--- config.mk ---
export PLATFORM = sky130hd
export DESIGN_NAME = aamr_seq
export DESIGN_NICKNAME = d
export VERILOG_FILES = /design/src/design/aamr_pkg.sv /design/src/design/aamr_seq.sv
export SDC_FILE = /design/constraint.sdc
export NUM_CORES = 1
export LEC_CHECK = 0
export ABC_AREA = 1
export BUFFER_PORTS_ARGS = -buffer_cell sky130_fd_sc_hd__buf_2
export CAP_MARGIN = 20
export CORE_AREA = 4 4 91 93
export DETAILED_ROUTE_END_ITERATION = 12
export DIE_AREA = 0 0 95 97
export GPL_TIMING_DRIVEN = 0
export PLACE_DENSITY = 0.65
export SYNTH_ARGS = -nofsm -noshare
export SYNTH_HDL_FRONTEND = slang
export SYNTH_SLANG_ARGS = --single-unit
--- constraint.sdc ---
create_clock -name clk_i -period 2.7 [get_ports clk_i]
set_input_delay 0 -clock clk_i [delete_from_list [all_inputs] [get_ports clk_i]]
set_output_delay 0 -clock clk_i [all_outputs]
set_load 0.1 [all_outputs]
--- src/design/aamr_pkg.sv ---
// ----------------------------------------------------------------------------
// aamr_pkg: shared types and helpers of the argmax / argmin reducer
// element formats, register indexes, the position struct and the ordering key
// ----------------------------------------------------------------------------
`default_nettype none

package aamr_pkg;

  // element formats
  typedef enum logic [2:0] {
    DT_INT8  = 3'd0,
    DT_INT16 = 3'd1,
    DT_INT32 = 3'd2,
    DT_INT64 = 3'd3,
    DT_FP16  = 3'd4,
    DT_BF16  = 3'd5,
    DT_FP32  = 3'd6,
    DT_FP64  = 3'd7
  } dtype_e;

  // configuration register indexes
  localparam int unsigned CFG_IDX_W = 8;
  localparam logic [CFG_IDX_W-1:0] CFG_MODE       = 8'd0;
  localparam logic [CFG_IDX_W-1:0] CFG_DATA_TYPE  = 8'd1;
  localparam logic [CFG_IDX_W-1:0] CFG_REDUCE_LEN = 8'd2;
  localparam logic [CFG_IDX_W-1:0] CFG_INNER_LEN  = 8'd3;
  localparam int unsigned CFG_DATA_W = 17;

  localparam int unsigned ROW_W = 16;
  localparam int unsigned COL_W = 12;
  localparam int unsigned KEY_W = 64;

  // position of the element being taken, from the sequencer
  typedef struct packed {
    logic [ROW_W-1:0] row;
    logic [COL_W-1:0] col;
    logic             first_row;
    logic             last_row;
    logic             last_col;
  } pos_t;

  function automatic logic [63:0] type_mask(input dtype_e t);
    case (t)
      DT_INT8:                    type_mask = 64'h0000_0000_0000_00FF;
      DT_INT16, DT_FP16, DT_BF16: type_mask = 64'h0000_0000_0000_FFFF;
      DT_INT32, DT_FP32:          type_mask = 64'h0000_0000_FFFF_FFFF;
      default:                    type_mask = 64'hFFFF_FFFF_FFFF_FFFF;
    endcase
  endfunction

  function automatic logic [63:0] type_sign(input dtype_e t);
    logic [63:0] m;
    m = type_mask(t);
    type_sign = m & ~(m >> 1);
  endfunction

  function automatic logic [63:0] float_inf(input dtype_e t);
    case (t)
      DT_FP16: float_inf = 64'h0000_0000_0000_7C00;
      DT_BF16: float_inf = 64'h0000_0000_0000_7F80;
      DT_FP32: float_inf = 64'h0000_0000_7F80_0000;
      default: float_inf = 64'h7FF0_0000_0000_0000;
    endcase
  endfunction

  function automatic logic is_float(input dtype_e t);
    logic [2:0] code;
    code = t;
    is_float = code[2];
  endfunction

  function automatic logic is_nan(input logic [63:0] x, input dtype_e t);
    logic [63:0] mag;
    mag = x & type_mask(t) & ~type_sign(t);
    is_nan = is_float(t) && (mag > float_inf(t));
  endfunction

  // monotone unsigned key, -0 folded onto +0
  function automatic logic [63:0] order_key(input logic [63:0] x, input dtype_e t);
    logic [63:0] m;
    logic [63:0] s;
    logic [63:0] xm;
    m  = type_mask(t);
    s  = type_sign(t);
    xm = x & m;
    if (!is_float(t)) begin
      order_key = xm ^ s;
    end else begin
      if ((xm & ~s) == 64'd0) begin
        xm = 64'd0;
      end
      order_key = ((xm & s) != 64'd0) ? (~xm & m) : (xm | s);
    end
  endfunction

  // starting best: lowest value for max, highest for min
  function automatic logic [63:0] extreme_bits(input dtype_e t, input logic m);
    logic [63:0] s;
    s = type_sign(t);
    if (!is_float(t)) begin
      extreme_bits = m ? (s - 64'd1) : s;
    end else begin
      extreme_bits = m ? float_inf(t) : (float_inf(t) | s);
    end
  endfunction

endpackage

`default_nettype wire

--- src/design/aamr_seq.sv ---
// ----------------------------------------------------------------------------
// aamr_seq: row and column sequencer
// tracks the position of the next element and flags the last row and column
// ----------------------------------------------------------------------------
`default_nettype none

module aamr_seq #(
  parameter int unsigned INNER_MAX  = 4096,
  parameter int unsigned REDUCE_MAX = 65536
) (
  input  wire logic          clk_i,
  input  wire logic          rst_ni,
  input  wire logic          step_i,
  input  wire logic [16:0]   reduce_len_i,
  input  wire logic [12:0]   inner_len_i,
  output aamr_pkg::pos_t     pos_o
);

  import aamr_pkg::*;

  localparam logic [16:0] INNER_LIM  = 17'(INNER_MAX);
  localparam logic [16:0] REDUCE_LIM = 17'(REDUCE_MAX);

  logic [ROW_W-1:0] row_q, row_d;
  logic [COL_W-1:0] col_q, col_d;
  logic [16:0]      rlen;
  logic [16:0]      ilen;

  // clamp lengths into range
  always_comb begin
    if (reduce_len_i == 17'd0) begin
      rlen = 17'd1;
    end else if (reduce_len_i > REDUCE_LIM) begin
      rlen = REDUCE_LIM;
    end else begin
      rlen = reduce_len_i;
    end
    if (inner_len_i == 13'd0) begin
      ilen = 17'd1;
    end else if ({4'b0, inner_len_i} > INNER_LIM) begin
      ilen = INNER_LIM;
    end else begin
      ilen = {4'b0, inner_len_i};
    end
  end

  assign pos_o.row       = row_q;
  assign pos_o.col       = col_q;
  assign pos_o.first_row = (row_q == '0);
  assign pos_o.last_row  = ({1'b0, row_q} >= (rlen - 17'd1));
  assign pos_o.last_col  = ({5'b0, col_q} >= (ilen - 17'd1));

  always_comb begin
    row_d = row_q;
    col_d = col_q;
    if (step_i) begin
      if (pos_o.last_col) begin
        col_d = '0;
        row_d = pos_o.last_row ? '0 : (row_q + ROW_W'(1));
      end else begin
        col_d = col_q + COL_W'(1);
      end
    end
  end

  always_ff @(posedge clk_i or negedge rst_ni) begin
    if (!rst_ni) begin
      row_q <= '0;
      col_q <= '0;
    end else begin
      row_q <= row_d;
      col_q <= col_d;
    end
  end

endmodule

`default_nettype wire

# Yosys cells after proc, flatten, opt, wreduce, memory -nomap -nowiden
# Cells that the tools add are included.
dict set report classes {
  n_reduce_logical 4
  n_addsub 4
  mux 6
  n_lt_le_gt_ge 4
}
# operator count
set op_table {}
lappend op_table {{$mux W17} 2}
lappend op_table {{$sub A17 B1 Y17 const B} 2}
lappend op_table {{$mux W13} 2}
lappend op_table {{$ge A12 B17 Y1} 1}
lappend op_table {{$ge A16 B17 Y1} 1}
lappend op_table {{$gt A17 B17 Y1 const B} 1}
lappend op_table {{$logic_not A17 Y1} 1}
lappend op_table {{$add A16 B1 Y16 const B} 1}
lappend op_table {{$logic_not A16 Y1} 1}
lappend op_table {{$mux W16} 1}
lappend op_table {{$gt A13 B13 Y1 const B} 1}
lappend op_table {{$logic_not A13 Y1} 1}
lappend op_table {{$add A12 B1 Y12 const B} 1}
lappend op_table {{$mux W12} 1}
lappend op_table {{$reduce_and A2 Y1} 1}
dict set report word_totals {
  register_bits 28
  out_inout_bits 31
  elab_cells 20
}

# Longest topological paths before layout
dict set report depth {
  word_depth 6
  depth_mapped 27
  depth_no_buf 26
}

# Worst setup path before layout
# No wires, ideal clock.
dict set report synth_timing {
  path_kind {input port to flip-flop}
  start {in inner_len_i[9]}
  end {reg row_q[4]}
  setup_ps 68
  required_time_ps 2632
  arrival_ps 3026
  cell_stages 25
  slack_ps -394
  cell_sequence {nor2_1 -> nand2_1 -> nor2_1 -> nand3_1 -> nand2_1 -> o21ai_1 -> ha_1 -> nand2_1 -> nor2_4 -> xor2_1 -> ha_1 -> nand2_1 -> inv_1 -> a21oi_1 -> nand4_1 -> nand2_1 -> nand3_1 -> nand2_1 -> nand2_1 -> nand2_4 -> clkinv_2 -> nand2_4 -> buf_6 -> nand2_1 -> nand2_1}
}
# item line_no
set synth_rtl {}
lappend synth_rtl {{start, declared} aamr_seq.sv:15} ;# input wire logic [12:0] inner_len_i,
lappend synth_rtl {{end signal, assigned} aamr_seq.sv:71} ;# row_q <= row_d;
lappend synth_rtl {{end, declared} aamr_seq.sv:24} ;# logic [ROW_W-1:0] row_q, row_d;

==> results by group <==
STA
  – Setup tns final: -9.73 ps
  – Period Utilization, post-route: 100%
  – Worst setup margin: -9.73 ps
  – Normalized max-slew margin: 56.9%
  – Final Skew: 1.93 ps
  – Final Critical Period: 2710 ps
  – Max-slew violation count: 0
  – FMAX: 369 MHz
  – RSZ-0062 raised after global routing: yes
  – Worst hold slack: 266 ps
  – Final hold vios: 0
  – Setup Viol. Count Final: 1
  – Tightest Pin Transition: 647 ps

Synthesis
  – Fraction of registers with async set/reset: 100%
  – Syn Area/Cell: 6.68 um^2
  – Synth unique cells: 33
  – Synth Instances: 488
  – Synth warn: 0
  – EDFF count, synth: 0
  – #FFs+latches synth: 28
  – Mapped Nets: 554
  – Most common flop cell mapped by yosys: dfrtp_1
  – Cell Area, Synth: 3260 um^2
  – Register area share after synthesis: 21.5%

Cells and area
  – Share of layout cells above drive strength 1: 34.1%
  – Most frequent cells in the layout: nand2_1 (128), inv_1 (54), buf_2 (43)
  – Most common cell after layout, fill and taps aside: nand2_1
  – Synth-to-layout area growth: 41.4%
  – Final #Nets: 651
  – Number of inserted diodes: 0
  – Post-layout util: 61.3%

Clocking
  – CTS Root Cell: clkbuf_8
  – CTS tree: built
  – Clock sink total: 28
  – CTS buffer count: 3
  – CTS clk-pin slew, worst paths: 100 ps
  – Clock buffer depth: 2
  – Clock insertion delay at the later pin of the skew report: 290 ps
  – H-tree depth: 1

Outcome
  – Outcome: finished, violations left
  – Violated checks: setup timing

Route
  – DRC: 0
  – DRT antenna net count: 0
  – Vias post-DR: 3517
  – Post-DR wirelength/cell: 13.7 um
  – Drt initial violations: 193
  – DR vias/cell: 5.13
  – Total Wirelength: 9420 um
  – TritonRoute pass-1 iters: 5

Global routing
  – First-pass GRT wire length: 14300 um
  – Largest net degree at the start of global routing: 29
  – Gr ovfl total: 0
  – Vias in the first global route: 3149
  – Initial antenna violation count: 0
  – Tot GR Track Use: 18.9%

Power and ir drop
  – PwrDens: 552 nW/um^2
  – Leakage: 2.49 nW
  – Max IR drop VDD: 0.000348 V

Setup path
  – CP max FO: 7
  – CP Data Required Time: 2700 ps
  – R2R Setup Slk: 560 ps
  – Startpoint class of the critical path: input port
  – WS Path Type: input port to output pin
  – Data arrival, critical path: 2710 ps
  – CP Capture Type: output pin

Placement
  – PortBufs: 63
  – Post-detail-place hpwl: 6520 um
  – GPL Wtd Cong: 0.894

Floorplan
  – Die area: 9220 um^2
  – Die width: 95 um
  – I/O Pins: 64
  – Placeable Area: 7530 um^2
  – Initial core utilization: 43.3%
  – Rows: 32
  – Die Span Y: 97 um

Min path
  – Hold crit path type: input port to async pin

Job
  – Max cap viols: 0
## worst max-delay path, stage by stage
cell        delay (ps)
buf_4              130
nor2_4             100
nand2_2             70
nor2_4             120
nand2_2             80
nand2_4             70
buf_8              150
buf_6              120
buf_6              110
inv_1               50
nor2_2             170
xnor2_2            140
ha_1               270
nand2_2            110
inv_2               40
a21oi_2            130
nand4_1            110
nand2_1             80
nand2_1             40
nand2_1             50
nand2_1             50
nand2_1             80
nand2_2             60
nand2_4            100
clkinvlp_4         100
buf_12             170
## repair_timing
action | CTS | global route
hold endpoints to repair | 29 | 0
buffers inserted | 6 | 19
resized for setup | 24 | 112
setup endpoints to repair | 22 | 28
hold buffers | 2 | 0
pin swaps | 12 | 72
gates cloned | 0 | 3
## power breakdown
part / switching, mW / internal, mW
logic: 1.21 / 0.457
clock network: 0.146 / 0.131
registers: 0.111 / 0.493
## per-layer routing
| layer | routed length (um) | GRT usage [%] |
|---|---|---|
| met2 | 4720 | 31.2 |
| met1 | 4060 | 25.8 |
| met5 | 0 | 0 |
| met4 | 143 | 5.22 |
| met3 | 494 | 1.87 |
## worst paths after layout
| kind | startpoint | end | cells after the start |
|---|---|---|---|
| setup / recovery | reduce_len_i[5] | pos_o[1] | 26 |
| hold / removal | rst_ni | col_q[11] | 2 |
| setup reg to reg | row_q[4] | row_q[11] | 17 |
| hold reg to reg | col_q[1] | col_q[1] | 2 |
| max in group asynchronous | rst_ni | row_q[7] | 2 |
| min in group clk_i | reduce_len_i[16] | row_q[7] | 7 |
## Yosys cell counts (all sizes together), types with 3 or more instances
cell type	number	area share, %
nand2	162	20
inv	63	7.3
nor2	47	6.5
nand3	44	7.4
ha	33	13
dfrtp	28	21
xor2	23	6.2
o21ai	18	3.1
xnor2	15	4.0
a21oi	9	1.4
nor3	9	1.7
nand4	8	1.5
buf	7	2.3
nor4	6	1.2
nand3b	5	1.2
or2	3	0.58
## cell type report
class                      count  area (um^2)
inverter                      64          256
buffer                         8         86.3
multi-input combinational    388         2630
tap                          102          128
fill                         710         2920
clock buffer                   4         55.1
sequential                    28          701
timing repair buffer          92          756
## sequential cells by signal (all words and copies together) (netlist names)
signal  flops
col_q      12
row_q      16
## through the flow
step	total power [mW]	instances	instance area [um^2]	setup WS [ps]
CTS	2.36	665	3950	-36.8
detailed placement	2.06	653	3740	-579
global placement	2.03	653	3740	-489
finish	2.54	686	4610	-9.73
global route	2.71	686	4610	-203
floorplan	1.76	488	3300	21.6
## cells by family after synthesis
kind of cell               count (synthesis)  share of synthesized area [%]
and+or+nand+nor                          287                           40.7
buffers and inverters                     73                           9.94
xor gates and xnor gates                  38                           10.2
adders and majority gates                 33                           12.7
AOI/OAI and AO/OA                         29                           4.99
DFF                                       28                           21.5
Note: power is estimated with default switching activity, not from simulation.
